<file path="config.mk">
export PLATFORM = sky130hd
export DESIGN_NAME = oaids_scan
export DESIGN_NICKNAME = d
export VERILOG_FILES = /design/src/rtl/oaids_pkg.sv /design/src/rtl/oaids_scan.sv
export SDC_FILE = /design/constraint.sdc
export NUM_CORES = 1
export LEC_CHECK = 0
export BUFFER_PORTS_ARGS = -buffer_cell sky130_fd_sc_hd__buf_2
export CAP_MARGIN = 0
export CORE_ASPECT_RATIO = 1.5
export CORE_UTILIZATION = 25
export DETAILED_ROUTE_END_ITERATION = 10
export GPL_TIMING_DRIVEN = 0
export PLACE_DENSITY = 0.64
export SLEW_MARGIN = 30
export SYNTH_ARGS = -nofsm -noshare
export SYNTH_HDL_FRONTEND = slang
export SYNTH_SLANG_ARGS = --single-unit
</file>
<file path="constraint.sdc">
create_clock -name vclk -period 1.8
set_input_delay 0.09 -clock vclk [all_inputs]
set_output_delay 0.09 -clock vclk [all_outputs]
set_load 0.01 [all_outputs]
</file>
<file path="src/rtl/oaids_pkg.sv">
package oaids_pkg;

    // Default list capacity.
    localparam int CAPACITY_DEFAULT = 64;

    // Field widths of the request and result transactions.
    localparam int DATA_W   = 32;
    localparam int MODE_W   = 3;
    localparam int POS_W    = 7;
    localparam int STATUS_W = 2;
    localparam int CNT_OUT_W = 7;

    // Request modes.
    localparam logic [MODE_W-1:0] MODE_SEARCH  = 3'd0;
    localparam logic [MODE_W-1:0] MODE_INS_POS = 3'd1;
    localparam logic [MODE_W-1:0] MODE_INS_KEY = 3'd2;
    localparam logic [MODE_W-1:0] MODE_DEL_POS = 3'd3;
    localparam logic [MODE_W-1:0] MODE_DEL_KEY = 3'd4;

    // Result status codes.
    localparam logic [STATUS_W-1:0] ST_OK       = 2'd0;
    localparam logic [STATUS_W-1:0] ST_BADPOS   = 2'd1;
    localparam logic [STATUS_W-1:0] ST_NOTFOUND = 2'd2;
    localparam logic [STATUS_W-1:0] ST_FULL     = 2'd3;

    // Cell operations.
    localparam logic [1:0] OP_HOLD = 2'd0;
    localparam logic [1:0] OP_INS  = 2'd1;
    localparam logic [1:0] OP_DEL  = 2'd2;

    // Command broadcast to every cell of the row.
    typedef struct packed {
        logic       load;       // capture the match flag against the new key
        logic [1:0] op;         // hold, shift up with insert, or shift down
        logic       use_match;  // select cells by the match flags, not by position
    } cell_cmd_t;

endpackage

</file>
<file path="src/rtl/oaids_scan.sv">
module oaids_scan #(
    parameter int CAPACITY = oaids_pkg::CAPACITY_DEFAULT
) (
    input  logic [CAPACITY-1:0]             match_vec,
    output logic [CAPACITY-1:0]             before_vec,
    output logic                            any_match,
    output logic [$clog2(CAPACITY+1)-1:0]   first_pos
);

    localparam int CW = $clog2(CAPACITY + 1);

    // Each cell learns whether any lower slot matches.
    assign before_vec[0] = 1'b0;
    for (genvar i = 1; i < CAPACITY; i++)
    begin : g_before
        assign before_vec[i] = |match_vec[i-1:0];
    end

    assign any_match = |match_vec;

    // Encode the single lowest match as a 1-based slot number.
    always_comb
    begin
        first_pos = '0;
        for (int i = 0; i < CAPACITY; i++)
        begin
            if (match_vec[i] && !before_vec[i])
            begin
                first_pos = first_pos | CW'(i + 1);
            end
        end
    end

endmodule

</file>
After elaboration in Yosys (flattened, before gate mapping)
Index checks and enable logic that the tools add are counted.
{ "classes": {"muxes": 64, "n_reduce_logical": 189} }
{ "op_table": {"columns": ["op", "n"], "rows": [
  ["$mux W6", 32],
  ["$mux W5", 16],
  ["$reduce_or A64 Y1", 1],
  ["$logic_and A1 B1 Y1", 63],
  ["$logic_not A1 Y1", 63],
  ["$reduce_or A63 Y1", 1],
  ["$reduce_or A62 Y1", 1],
  ["$reduce_or A61 Y1", 1],
  ["$reduce_or A60 Y1", 1],
  ["$reduce_or A59 Y1", 1],
  ["$reduce_or A58 Y1", 1],
  ["$reduce_or A57 Y1", 1],
  ["$reduce_or A56 Y1", 1],
  ["$reduce_or A55 Y1", 1],
  ["$reduce_or A54 Y1", 1],
  ["$reduce_or A53 Y1", 1],
  ["$reduce_or A52 Y1", 1],
  ["$reduce_or A51 Y1", 1],
  ["$reduce_or A50 Y1", 1],
  ["$reduce_or A49 Y1", 1],
  ["$reduce_or A48 Y1", 1],
  ["$reduce_or A47 Y1", 1],
  ["$reduce_or A46 Y1", 1],
  ["$reduce_or A45 Y1", 1],
  ["48 further kinds", 59]
]} }
{ "word_totals": {"output_inout_bits": 72, "wordCells": 253, "input_bits": 64, "regBits": 0} }

Longest topological paths before layout
{ "logic_depth": {"word_depth": 65, "mapped_depth": 9, "ltp_nobuf": 8} }

Worst setup path before layout
Ideal clock, no wire load.
{ "synth_timing": {"path_kind": "input to output", "from": "input port match_vec[16]", "to": "output port first_pos[1]", "path_slack_ns": -0.313, "t_arrival_ns": 2.023, "path_stages": 8, "path_buffers": 0, "required_ns": 1.710, "path_cell_list": "nor4_1 -> nand4_4 -> nor4_4 -> nand4b_2 -> nor2_4 -> inv_2 -> o2111ai_1 -> or4b_1"} }
{ "synth_between": {"word_cells_on_any_way": 119, "classes_between": "47 x mux; 72 x reduce/logical"} }
{ "synth_rtl": {"columns": ["item", "line", "text"], "rows": [
  ["start: declaration", "oaids_scan.sv:4", "input logic [CAPACITY-1:0] match_vec,"],
  ["$reduce_or A61 Y1", "oaids_scan.sv:16", "assign before_vec[i] = |match_vec[i-1:0];"],
  ["via before_vec[61]", "oaids_scan.sv:5", "output logic [CAPACITY-1:0] before_vec,"],
  ["$logic_not A1 Y1", "oaids_scan.sv:27", "if (match_vec[i] && !before_vec[i])"],
  ["$logic_and A1 B1 Y1", "oaids_scan.sv:27", null],
  ["$mux W6 (2 in a row)", "oaids_scan.sv:27", null],
  ["$mux W7", "oaids_scan.sv:27", null],
  ["end: declaration", "oaids_scan.sv:7", "output logic [$clog2(CAPACITY+1)-1:0] first_pos"]
]} }
The timed path passes the listed nets, and every way through them passes these cells.

Worst setup path after layout
{ "layout_timing": {"from": "input port match_vec[17]", "to": "output port first_pos[1]"} }
{ "layout_between": {"elab_chain_len": 49, "word_cells_on_any_way": 117, "classes_between": "47 x mux; 70 x reduce/logical"} }
{ "layout_rtl": {"columns": ["item", "line"], "rows": [
  ["$reduce_or A18 Y1", "oaids_scan.sv:16"],
  ["$logic_not A1 Y1", "oaids_scan.sv:27"],
  ["$logic_and A1 B1 Y1", "oaids_scan.sv:27"],
  ["$mux W5 (13 in a row)", "oaids_scan.sv:27"],
  ["$mux W6 (31 in a row)", "oaids_scan.sv:27"],
  ["$mux W6 *", "oaids_scan.sv:27"],
  ["$mux W7 *", "oaids_scan.sv:27"]
]} }
Mark *: on every way between the ends. The rest lies on a longest branch, timed or not.

==> out/qor.csv <==
stage,metric,value,unit
setup_path,WP data arrival,2.07,ns
synth,mean area per synthesized cell,5.801,sq um
hold_path,Worst Min Path Start,match_vec[1],
setup_path,Worst Path Max Fanout,7,
setup_path,CP bufs+invs,4,
global_routing,total global-route track usage,22.78,%
timing,Worst Tran Pin Value,0.8221,ns
synth,synthesized cell area,1404,sq um
setup_path,CP cell instances,buf_2 -> nor4_4 -> buf_4 -> buf_4 -> a21oi_2 -> o221ai_4 -> nor4b_2 -> o2111ai_2 -> or4b_4 -> buf_2,
cells_and_area,seq_cells,0,
hold_path,worst hold endpoint,before_vec[2],
cts,hold buffers post-CTS,0,
floorplan,Initial Util,25.76,%
timing,Final Slew Violations,0,
hold_path,hold path depth,3,
power_and_ir_drop,Switch Pwr,0.0001892,W
synth,Mapped Nets,306,
cells_and_area,final core occ,53.74,%
floorplan,Die ar.,5925,sq um
synth,"count leader, synth",nor2_1,
timing,RSZ-0062 raised after global routing,yes,
cells_and_area,layout cells sized above 1,56.79,%
setup_path,CP startpoint kind,primary input,
synth,Syn. warnings,0,
floorplan,I/O Pins,136,
routing,1st-iter DRT viols,113,
timing,Highest Clock Rate,463.2,MHz
routing,Routed Antenna Nets,0,
routing,first drt pass iteration count,4,
status,status,"complete, but fails checks",
global_routing,initial antenna violation count,0,
synth,post-synthesis cell count,242,
floorplan,Die X,63.19,um
cells_and_area,number of inserted diodes,0,
routing,via count,2564,
global_routing,vias in the first global route,2334,
global_routing,largest net degree at the start of global routing,10,
place,gpl congestion,0.8997,
power_and_ir_drop,sequential share of power,0,%
synth,register area share after synthesis,0,%
global_routing,gr ovfl total,0,
timing,Fin Hold WS,0.4615,ns
cells_and_area,post-route cell area,2929,sq um
timing,Tcrit/Tclk final,119.9,%
synth,"top cells by area, synth","nor2_1 9.1%, nand2_1 8.0%, inv_1 7.2%",
setup_path,crit path kind,in2out,
flow_run,max-cap violations,0,
power_and_ir_drop,clock share of power,0,%
cells_and_area,Reg area,0,sq um
power_and_ir_drop,sw frac,56.91,%
setup_path,CP endpoint kind,output pin,
status,failing checks,negative setup slack,
hold_path,hold crit path type,in2out,
synth,Synth cell types,53,
synth,most frequent cells after synthesis,"34 x nor2_1, 30 x nand2_1, 27 x inv_1",
setup_path,CP required,1.71,ns
routing,Total Routed Length,7495,um
cells_and_area,Nets,471,
floorplan,CORE AREA,5450,sq um
power_and_ir_drop,Comb power frac,100.0,%
place,HPWL Detailed,5680,um
power_and_ir_drop,VDD IR-drop max,0.05954,mV
cells_and_area,synth-to-layout area growth,108.6,%
setup_path,CP max stage cell,or4b_4,
floorplan,height of the die,93.78,um
routing,final routed DRC violation total,0,
timing,relative slew slack,44.69,%
timing,"Hold Violations, Final",0,
timing,Tmin final,2.159,ns
routing,wire per inst,15.78,um
timing,setup slack after layout,-0.3590,ns
power_and_ir_drop,Int Pwr,0.0001432,W
setup_path,CP top delay family,simple AND/OR/NAND/NOR gates,
cells_and_area,Clock buffer cells,0,
synth,largest area contributor in the netlist,nor2_1,
global_routing,first-pass GRT wire length,10960,um
place,DP Area,2241,sq um
power_and_ir_drop,PD cells,113.5,nW/um^2
routing,post-DR vias/cell,5.398,
timing,final setup fails,19,
place,Buffers on Ports,133,
floorplan,num rows,33,
synth,Synth top area share,9.091,%
setup_path,Crit path largest cell delay,0.54,ns
power_and_ir_drop,Pleak,1.208,nW
timing,Total Neg Setup Slack,-3.724,ns
==> power groups by stage <==
stage	clock (W)	combinational, W	sequential (W)
global route	0	0.000357	0
detailed placement	0	0.000258	0
CTS	0	0.000306	0
finish	0	0.000332	0
floorplan	0	0.0000994	0
global placement	0	0.000255	0
==> layout make-up <==
| cell class | count | area [sq um] |
|---|---|---|
| inverters | 28 | 115.1 |
| multi-input cells | 209 | 1622 |
| fillers | 565 | 2521 |
| repair buffers | 163 | 1067 |
| plain buffers | 5 | 37.54 |
| well taps | 70 | 87.58 |
==> kinds of logic (layout without fill, tap and decap cells) <==
family | after synthesis | in the layout | synth area share [%]
other | 1 | 1 | 0.2671
AND/OR/NAND/NOR | 159 | 159 | 66.13
buffers and inverters | 33 | 196 | 9.358
AO/OA/AOI/OAI | 49 | 49 | 24.24
==> what timing repair did <==
| action | in CTS | in global routing |
|---|---|---|
| pin swaps | 16 | 17 |
| setup endpoints to repair | 42 | 33 |
| buffers inserted | 23 | 9 |
| gates resized for setup | 65 | 40 |
==> how the worst max path moves through the flow <==
stage                        startpoint            to  slack (ns)  cells past startpoint
after detailed placement   match_vec[5]  first_pos[0]       -0.80                      9
after global placement     match_vec[5]  first_pos[0]       -0.81                      9
after floorplan            match_vec[5]  first_pos[0]       -0.21                      7
after CTS                 match_vec[14]  first_pos[1]       -0.31                     12
final                     match_vec[17]  first_pos[1]       -0.36                     10
after global routing      match_vec[32]  first_pos[1]       -0.45                     10
==> layout by cell type, fill, tap and decap left out, types with 3 or more instances in the layout <==
cell type / synthesis / routed
a21oi_1: 13 / 11
and2_4: 0 / 4
buf_2: 0 / 113
buf_4: 2 / 25
buf_6: 0 / 23
inv_1: 27 / 22
inv_2: 1 / 4
nand2_1: 30 / 28
nand2b_1: 4 / 4
nand3_1: 10 / 8
nand4_1: 6 / 6
nand4b_1: 5 / 5
nor2_1: 34 / 29
nor2_4: 1 / 4
nor2b_1: 4 / 3
nor3_1: 16 / 12
nor4_1: 13 / 3
nor4_4: 3 / 13
o21ai_0: 7 / 6
o21bai_1: 4 / 4
or2_2: 6 / 4
or3_1: 4 / 4
==> metal layers <==
metal  vias up  track usage (%)  part of all wire (%)  wire (um)
li1       1239                -                     -          -
met1      1198            24.28                    35       2658
met2       109            47.31                    57       4302
met3        18            1.578                   4.7        356
met4         0            4.545                   2.4        177
met5         -                0                     0          0
==> metrics by stage <==
step / setup WS, ns / total power, W / cells
global route: -0.4506 / 0.0003569 / 475
detailed placement: -0.7954 / 0.0002577 / 445
floorplan: -0.2071 / 0.00009944 / 242
global placement: -0.8104 / 0.0002546 / 445
CTS: -0.3101 / 0.0003059 / 467
finish: -0.3590 / 0.0003324 / 475
No activity file was read; power rests on OpenSTA's default activity.
