File: src/rtl/oaids_pkg.sv
package oaids_pkg;

    // Default list capacity.
    localparam int CAPACITY_DEFAULT = 64;

    // Field widths of the request and result transactions.
    localparam int DATA_W   = 32;
    localparam int MODE_W   = 3;
    localparam int POS_W    = 7;
    localparam int STATUS_W = 2;
    localparam int CNT_OUT_W = 7;

    // Request modes.
    localparam logic [MODE_W-1:0] MODE_SEARCH  = 3'd0;
    localparam logic [MODE_W-1:0] MODE_INS_POS = 3'd1;
    localparam logic [MODE_W-1:0] MODE_INS_KEY = 3'd2;
    localparam logic [MODE_W-1:0] MODE_DEL_POS = 3'd3;
    localparam logic [MODE_W-1:0] MODE_DEL_KEY = 3'd4;

    // Result status codes.
    localparam logic [STATUS_W-1:0] ST_OK       = 2'd0;
    localparam logic [STATUS_W-1:0] ST_BADPOS   = 2'd1;
    localparam logic [STATUS_W-1:0] ST_NOTFOUND = 2'd2;
    localparam logic [STATUS_W-1:0] ST_FULL     = 2'd3;

    // Cell operations.
    localparam logic [1:0] OP_HOLD = 2'd0;
    localparam logic [1:0] OP_INS  = 2'd1;
    localparam logic [1:0] OP_DEL  = 2'd2;

    // Command broadcast to every cell of the row.
    typedef struct packed {
        logic       load;       // capture the match flag against the new key
        logic [1:0] op;         // hold, shift up with insert, or shift down
        logic       use_match;  // select cells by the match flags, not by position
    } cell_cmd_t;

endpackage

File: src/rtl/oaids_cell.sv
module oaids_cell #(
    parameter int CAPACITY = oaids_pkg::CAPACITY_DEFAULT,
    parameter int IDX      = 0
) (
    input  logic                                  clk,
    input  logic                                  rst_n,
    input  oaids_pkg::cell_cmd_t                  cmd,
    input  logic signed [oaids_pkg::DATA_W-1:0]   value,
    input  logic signed [oaids_pkg::DATA_W-1:0]   key,
    input  logic [$clog2(CAPACITY+1)-1:0]         count,
    input  logic [(($clog2(CAPACITY+1) > oaids_pkg::POS_W) ?
                   $clog2(CAPACITY+1) : oaids_pkg::POS_W):0] pos0,
    input  logic signed [oaids_pkg::DATA_W-1:0]   entry_lo,
    input  logic signed [oaids_pkg::DATA_W-1:0]   entry_hi,
    input  logic                                  match_hi,
    input  logic                                  sel_lo,
    input  logic                                  lower_match,
    output logic signed [oaids_pkg::DATA_W-1:0]   entry,
    output logic                                  match,
    output logic                                  sel
);

    localparam int CW = $clog2(CAPACITY + 1);
    localparam int XW = ((CW > oaids_pkg::POS_W) ? CW : oaids_pkg::POS_W) + 1;

    logic signed [oaids_pkg::DATA_W-1:0] entry_reg;
    logic                                match_reg;
    logic                                in_list;

    // This cell holds a live entry when its slot lies below the count.
    assign in_list = ((CW + 1)'(IDX) < {1'b0, count});

    // A cell shifts when at or above the target slot or the lowest match.
    assign sel = cmd.use_match ? (lower_match | match_reg) : (XW'(IDX) >= pos0);

    // Entry and match flag, moved to or from the neighbors on a shift.
    always_ff @(posedge clk or negedge rst_n)
    begin
        if (!rst_n)
        begin
            match_reg <= 1'b0;
        end
        else if (cmd.load)
        begin
            match_reg <= in_list && (entry_reg == key);
        end
        else
        begin
            case (cmd.op)
                oaids_pkg::OP_INS:
                begin
                    if (sel)
                    begin
                        match_reg <= 1'b0;
                    end
                end
                oaids_pkg::OP_DEL:
                begin
                    if (sel)
                    begin
                        match_reg <= match_hi;
                    end
                end
                default:
                begin
                    match_reg <= match_reg;
                end
            endcase
        end
    end

    always_ff @(posedge clk)
    begin
        if (!cmd.load)
        begin
            case (cmd.op)
                oaids_pkg::OP_INS:
                begin
                    if (sel)
                    begin
                        entry_reg <= sel_lo ? entry_lo : value;
                    end
                end
                oaids_pkg::OP_DEL:
                begin
                    if (sel)
                    begin
                        entry_reg <= entry_hi;
                    end
                end
                default:
                begin
                    entry_reg <= entry_reg;
                end
            endcase
        end
    end

    assign entry = entry_reg;
    assign match = match_reg;

endmodule

File: config.mk
export PLATFORM = sky130hd
export DESIGN_NAME = oaids_cell
export DESIGN_NICKNAME = d
export VERILOG_FILES = /design/src/rtl/oaids_pkg.sv /design/src/rtl/oaids_cell.sv
export SDC_FILE = /design/constraint.sdc
export NUM_CORES = 1
export LEC_CHECK = 0
export ABC_AREA = 1
export BUFFER_PORTS_ARGS = -buffer_cell sky130_fd_sc_hd__buf_2
export CAP_MARGIN = 40
export CORE_MARGIN = 1
export CORE_UTILIZATION = 40
export CTS_BUF_LIST = sky130_fd_sc_hd__clkbuf_16
export CTS_CLUSTER_SIZE = 28
export DETAILED_ROUTE_END_ITERATION = 7
export PLACE_DENSITY = 0.81
export SETUP_SLACK_MARGIN = 0.02
export SYNTH_ARGS = -nofsm -noshare
export SYNTH_HDL_FRONTEND = slang
export SYNTH_SLANG_ARGS = --single-unit
File: constraint.sdc
create_clock -name clk -period 2.4 [get_ports clk]
set_clock_uncertainty 0.15 [all_clocks]
set_input_delay 0.36 -clock clk [delete_from_list [all_inputs] [get_ports clk]]
set_output_delay 0.36 -clock clk [all_outputs]
set_load 0.02 [all_outputs]
* Word level (Yosys, flattened, before mapping)
Index checks and enable logic that the tools add are counted.
** Storage, ports and cells
- Register bits after elaboration :: 33
- Latch bits :: 0
- RAM bits :: 0
- Bits in read-only memories :: 0
- Input bits :: 152
- Memories :: 0
** Operators by class
- Add/subtract/negate cells :: 0
- Multipliers :: 0
- Divide/modulo/power cells :: 0
- $lt $le $gt $ge :: 2
- Equal/unequal tests :: 7
- Shift operators :: 0
- Multiplexer cells :: 9
- Bitwise logic cells :: 2
- Reductions and logical operators :: 5
** Operators with widths (number)
- $mux 32 :: 3
- $pmux 32 s2 :: 1
- $eq 32x32->1 :: 1
- $ge 1x8->1 const A :: 1
- $lt 1x7->1 const A :: 1
- $ne 3x3->1 const B :: 2
- $mux 1 :: 4
- $ne 2x2->1 const B :: 2
- $reduce_and 4->1 :: 1
- $reduce_and 3->1 :: 1
- $reduce_bool 3->1 :: 1
- $eq 2x1->1 const B :: 1
- $eq 2x2->1 const B :: 1
- $pmux 1 s2 :: 1
- $reduce_bool 2->1 :: 1
- $logic_and 1x1->1 :: 1
- $not 1->1 :: 1
- $or 1x1->1 :: 1

* Logic depth before layout (Yosys ltp)
- Depth after elaboration :: 5
- Gate-level depth with buffers :: 10
- Gate-level depth less buffers :: 10

* Least setup slack after synthesis
Ideal clock, no wire load.
- Path kind :: input-to-reg
- Start :: in cmd[1] (netlist name)
- End :: reg entry_reg, in the netlist entry[0], enable pin
- Arrival time :: 1850 ps
- Path slack :: 13 ps
- Stages :: 6
- Cell sequence :: inv_1 > ha_1 > buf_6 > or2_1 > a211o_1 > inv_1
** On the way
- Cells in the longest elaborated chain, start to end :: 3
- Elaborated cells between the ends (all ways) :: 6
- Classes of those cells :: eq/ne (4); reduce/logical (2)
** RTL lines
- start, declared :: line oaids_cell.sv:7 : input oaids_pkg::cell_cmd_t cmd,
- $eq 2x1->1 or $eq 2x2->1 (tied branches) :: line oaids_cell.sv:76 : case (cmd.op)
- $ne 2x2->1 (no line) or $reduce_bool 2->1 (tied branches)
- $reduce_and 4->1 (no line) *
- end signal, assigned :: line oaids_cell.sv:81 : entry_reg <= sel_lo ? entry_lo : value;
- end signal, assigned :: line oaids_cell.sv:88 : entry_reg <= entry_hi;
- end signal, assigned :: line oaids_cell.sv:93 : entry_reg <= entry_reg;
- end, declared :: line oaids_cell.sv:26 : logic signed [oaids_pkg::DATA_W-1:0] entry_reg;
Mark *: on every way between the ends. The rest lies on a longest branch, timed or not.
A chain may end at the register's enable or synchronous reset.

* Worst setup path in the final report
- Start :: in cmd[1] (netlist name)
- End :: reg entry_reg, in the netlist entry[12], enable pin
The elaborated chain is that of the path after synthesis.

==> summary.md <==
| Metric | Value |
|---|---|
| Initial drt markers | ~110 |
| Placed inst area | 0.003425 mm2 |
| Synthesized Nets | 523 |
| DRC Markers | 0 |
| Mean area per synthesized cell | 6.571 um2 |
| Unrepaired setup endpoints after global routing | false |
| CTS sink cnt | 33 |
| HP Class | primary input to asynchronous set/reset pin |
| Initial antenna violation count | 0 |
| Crit path from | cmd[1] |
| Final Hold Vio Count | 0 |
| Max-slew violations | 0 |
| Pwr/cell area | between 400 and 500 mW/mm2 |
| Drt total wl | roughly 7600 um |
| TritonCTS Buffers | 5 |
| Max Fclk | 570.3 MHz |
| Worst slew margin | approximately three quarters |
| Worst setup EP type | flop |
| Least-Margin Pin Slew | between 0.3 and 0.4 ns |
| Routed via count | around 2900 |
| Syn-to-layout area delta | 47.32% |
| Ports | between 150 and 200 |
| Final ANT Viol Nets | 0 |
| Clock Pin Slew Worst Setup and Hold Paths | ~0.050 ns |
| Library cells used by synthesis | 20 |
| Max_cap viols | 0 |
| Root buffer cell | clkbuf_16 |
| Pin count of the biggest net entering global routing | 35 |
| First-pass DRT Iterations | 4 |
| Core area | roughly 0.0057 mm2 |
| Final worst setup slack | ~0.65 ns |
| Post-CTS Setup Inserts | 0 |
| Reg-to-Reg End | entry[12] |
| Clock Latency Late Sink | around 0.27 ns |
| Min cycle time layout | about 1.8 ns |
| Crit-path max FO | 32 |
| CTS Buffer Depth | 2 |
| Syn Inst Count | between 300 and 400 |
| Worst path arrival time | about 1.6 ns |
| TNS Setup | 0 ns |
| Tot GR Track Use | a little under a quarter |
| DP Worst Slack | 0.3726 ns |
| Leak Pwr | approximately 2 nW |
| Global-route wire length before repair | roughly 12000 um |
| Finished Cell Area | 0.003572 mm2 |
| Setup CP Type | primary input to flop |
| Placer's final routability congestion estimate | around 0.84 |
| Worst R2R Start | match |
| R2R Setup Slk | around 0.78 ns |
| Setup crit start kind | primary input |
| Ys Warns | 0 |
| Synth Register Bits | 33 |
| Fin crit share | around three quarters |
| Final setup fails | 0 |
| Hpwl dp | a little over 6000 um |
| GRT overflow | 0 |
| Vias in the first global route | between 2000 and 3000 |
| Vias/cell | between 4 and 5 |
| Wire per inst | 12.07 um |
| Sequential element share of the synthesized area | between 40% and 50% |
| CTS tree | done |
| Top FF cell, synth | edfxtp_1 |
| Top-count cell post-synth | nand2_1 |
| Layout cells sized above 1 | ~36% |
| Fillers | between 500 and 600 |
| Ranking of synthesized cells by area | edfxtp_1, nand2_1, a21oi_1 |
| Status | complete, no violations |
| Ys async rst share | under 10% |
| Antenna diodes | 0 |
| Maximum vdd drop | about 0.0003 V |
| CTS H-tree depth | 2 |
| Reg2reg path depth | 6 |
| Die Y | ~80 um |
| Die ar. | 0.006378 mm2 |
| Synth top area share | roughly 40% |
| PortBufs | approximately 190 |
| FP Rows | 27 |
| Die X | roughly 80 um |
| Mapped Area | between 0.002 and 0.0025 mm2 |
| Cell type with the largest total area after synthesis | edfxtp_1 |
| Max FFs per register | 32 |
| Initial core utilization | between 40 and 50% |
| Fin nets | around 710 |
| Number of synthesized flops with an enable pin | 32 |
| Top post-synthesis cells by count | nand2_1, a21oi_1, inv_1, nor2_1, edfxtp_1 |
| Req. time, crit path | about 2.2 ns |
critical path, cell delays in order:
cell,delay (ns)
buf_2,0.09
inv_1,0.04
ha_1,0.19
or2_1,0.24
a211o_1,0.33
clkinvlp_4,0.09
buf_12,0.20
where the power goes:
| part | switching [mW] | internal, mW | total, mW |
|---|---|---|---|
| Sequential | 0.0300 | 0.686 | 0.716 |
| Clock | 0.210 | 0.374 | 0.584 |
| Combinational | 0.243 | 0.200 | 0.442 |
repair_timing:
item                                   in CTS  in global routing
hold buffers                                1                  0
endpoints found under the hold margin       1                  0
resized for setup                           0                  0
worst max path at each step:
| stage | end | cells past startpoint |
|---|---|---|
| 2_1_floorplan | entry[0] | 6 |
| 3_3_place_gp | entry[9] | 7 |
| 3_5_place_dp | entry[4] | 7 |
| 4_1_cts | entry[6] | 7 |
| 5_1_grt | entry[6] | 8 |
| 6_report | entry[12] | 7 |
kinds of logic (layout without fill, tap and decap cells):
family / count (synthesis) / count (layout) / synth area share [%]
adder cells (fa/ha/maj): 2 / 2 / 1.032
flip-flops: 33 / 33 / 40.66
buffers and inverters: 79 / 264 / 12.95
AND/OR/NAND/NOR: 179 / 179 / 28.59
XOR/XNOR: 5 / 5 / 1.806
AO/OA/AOI/OAI: 71 / 71 / 14.96
through the flow:
stage,power (mW),std cells,hold WS [ns],util (%)
2_1_floorplan,0.9540,369,-0.08559,-
3_3_place_gp,1.156,617,-0.01377,60.34
3_5_place_dp,1.168,617,-0.01265,60.34
4_1_cts,1.758,626,0.2382,62.94
5_1_grt,1.841,626,0.2576,62.94
6_report,1.743,626,0.2439,62.94
per-layer routing:
| layer | share of wire, % | track usage, % |
|---|---|---|
| met5 | 0 | 0 |
| met4 | 1.8 | 6.607 |
| met3 | 6.8 | 4.457 |
| met2 | 49 | 42.65 |
| met1 | 43 | 29.03 |
cell type report:
| type | instances | area (um2) | share of cell area [%] |
|---|---|---|---|
| well taps | 72 | 90.09 | 2.522 |
| repair buffers | 191 | 985.9 | 27.60 |
| clock buffers | 5 | 125.1 | 3.503 |
| clock inverters | 3 | 12.51 | 0.3503 |
| flip-flops and latches | 33 | 985.9 | 27.60 |
| multi-input cells | 257 | 1125 | 31.49 |
| inverters | 65 | 247.7 | 6.935 |
layout by cell type (no fill, tap or decap), drive strengths merged, types with 3 or more instances in the layout:
master / n
inv: 64
xnor2: 5
a21oi: 65
o22ai: 3
or2: 3
buf: 190
nand4: 3
nand2: 113
nor2: 55
edfxtp: 32
clkinv: 3
clkbuf: 5
nand3: 4
No activity file was read; power rests on OpenSTA's default activity.
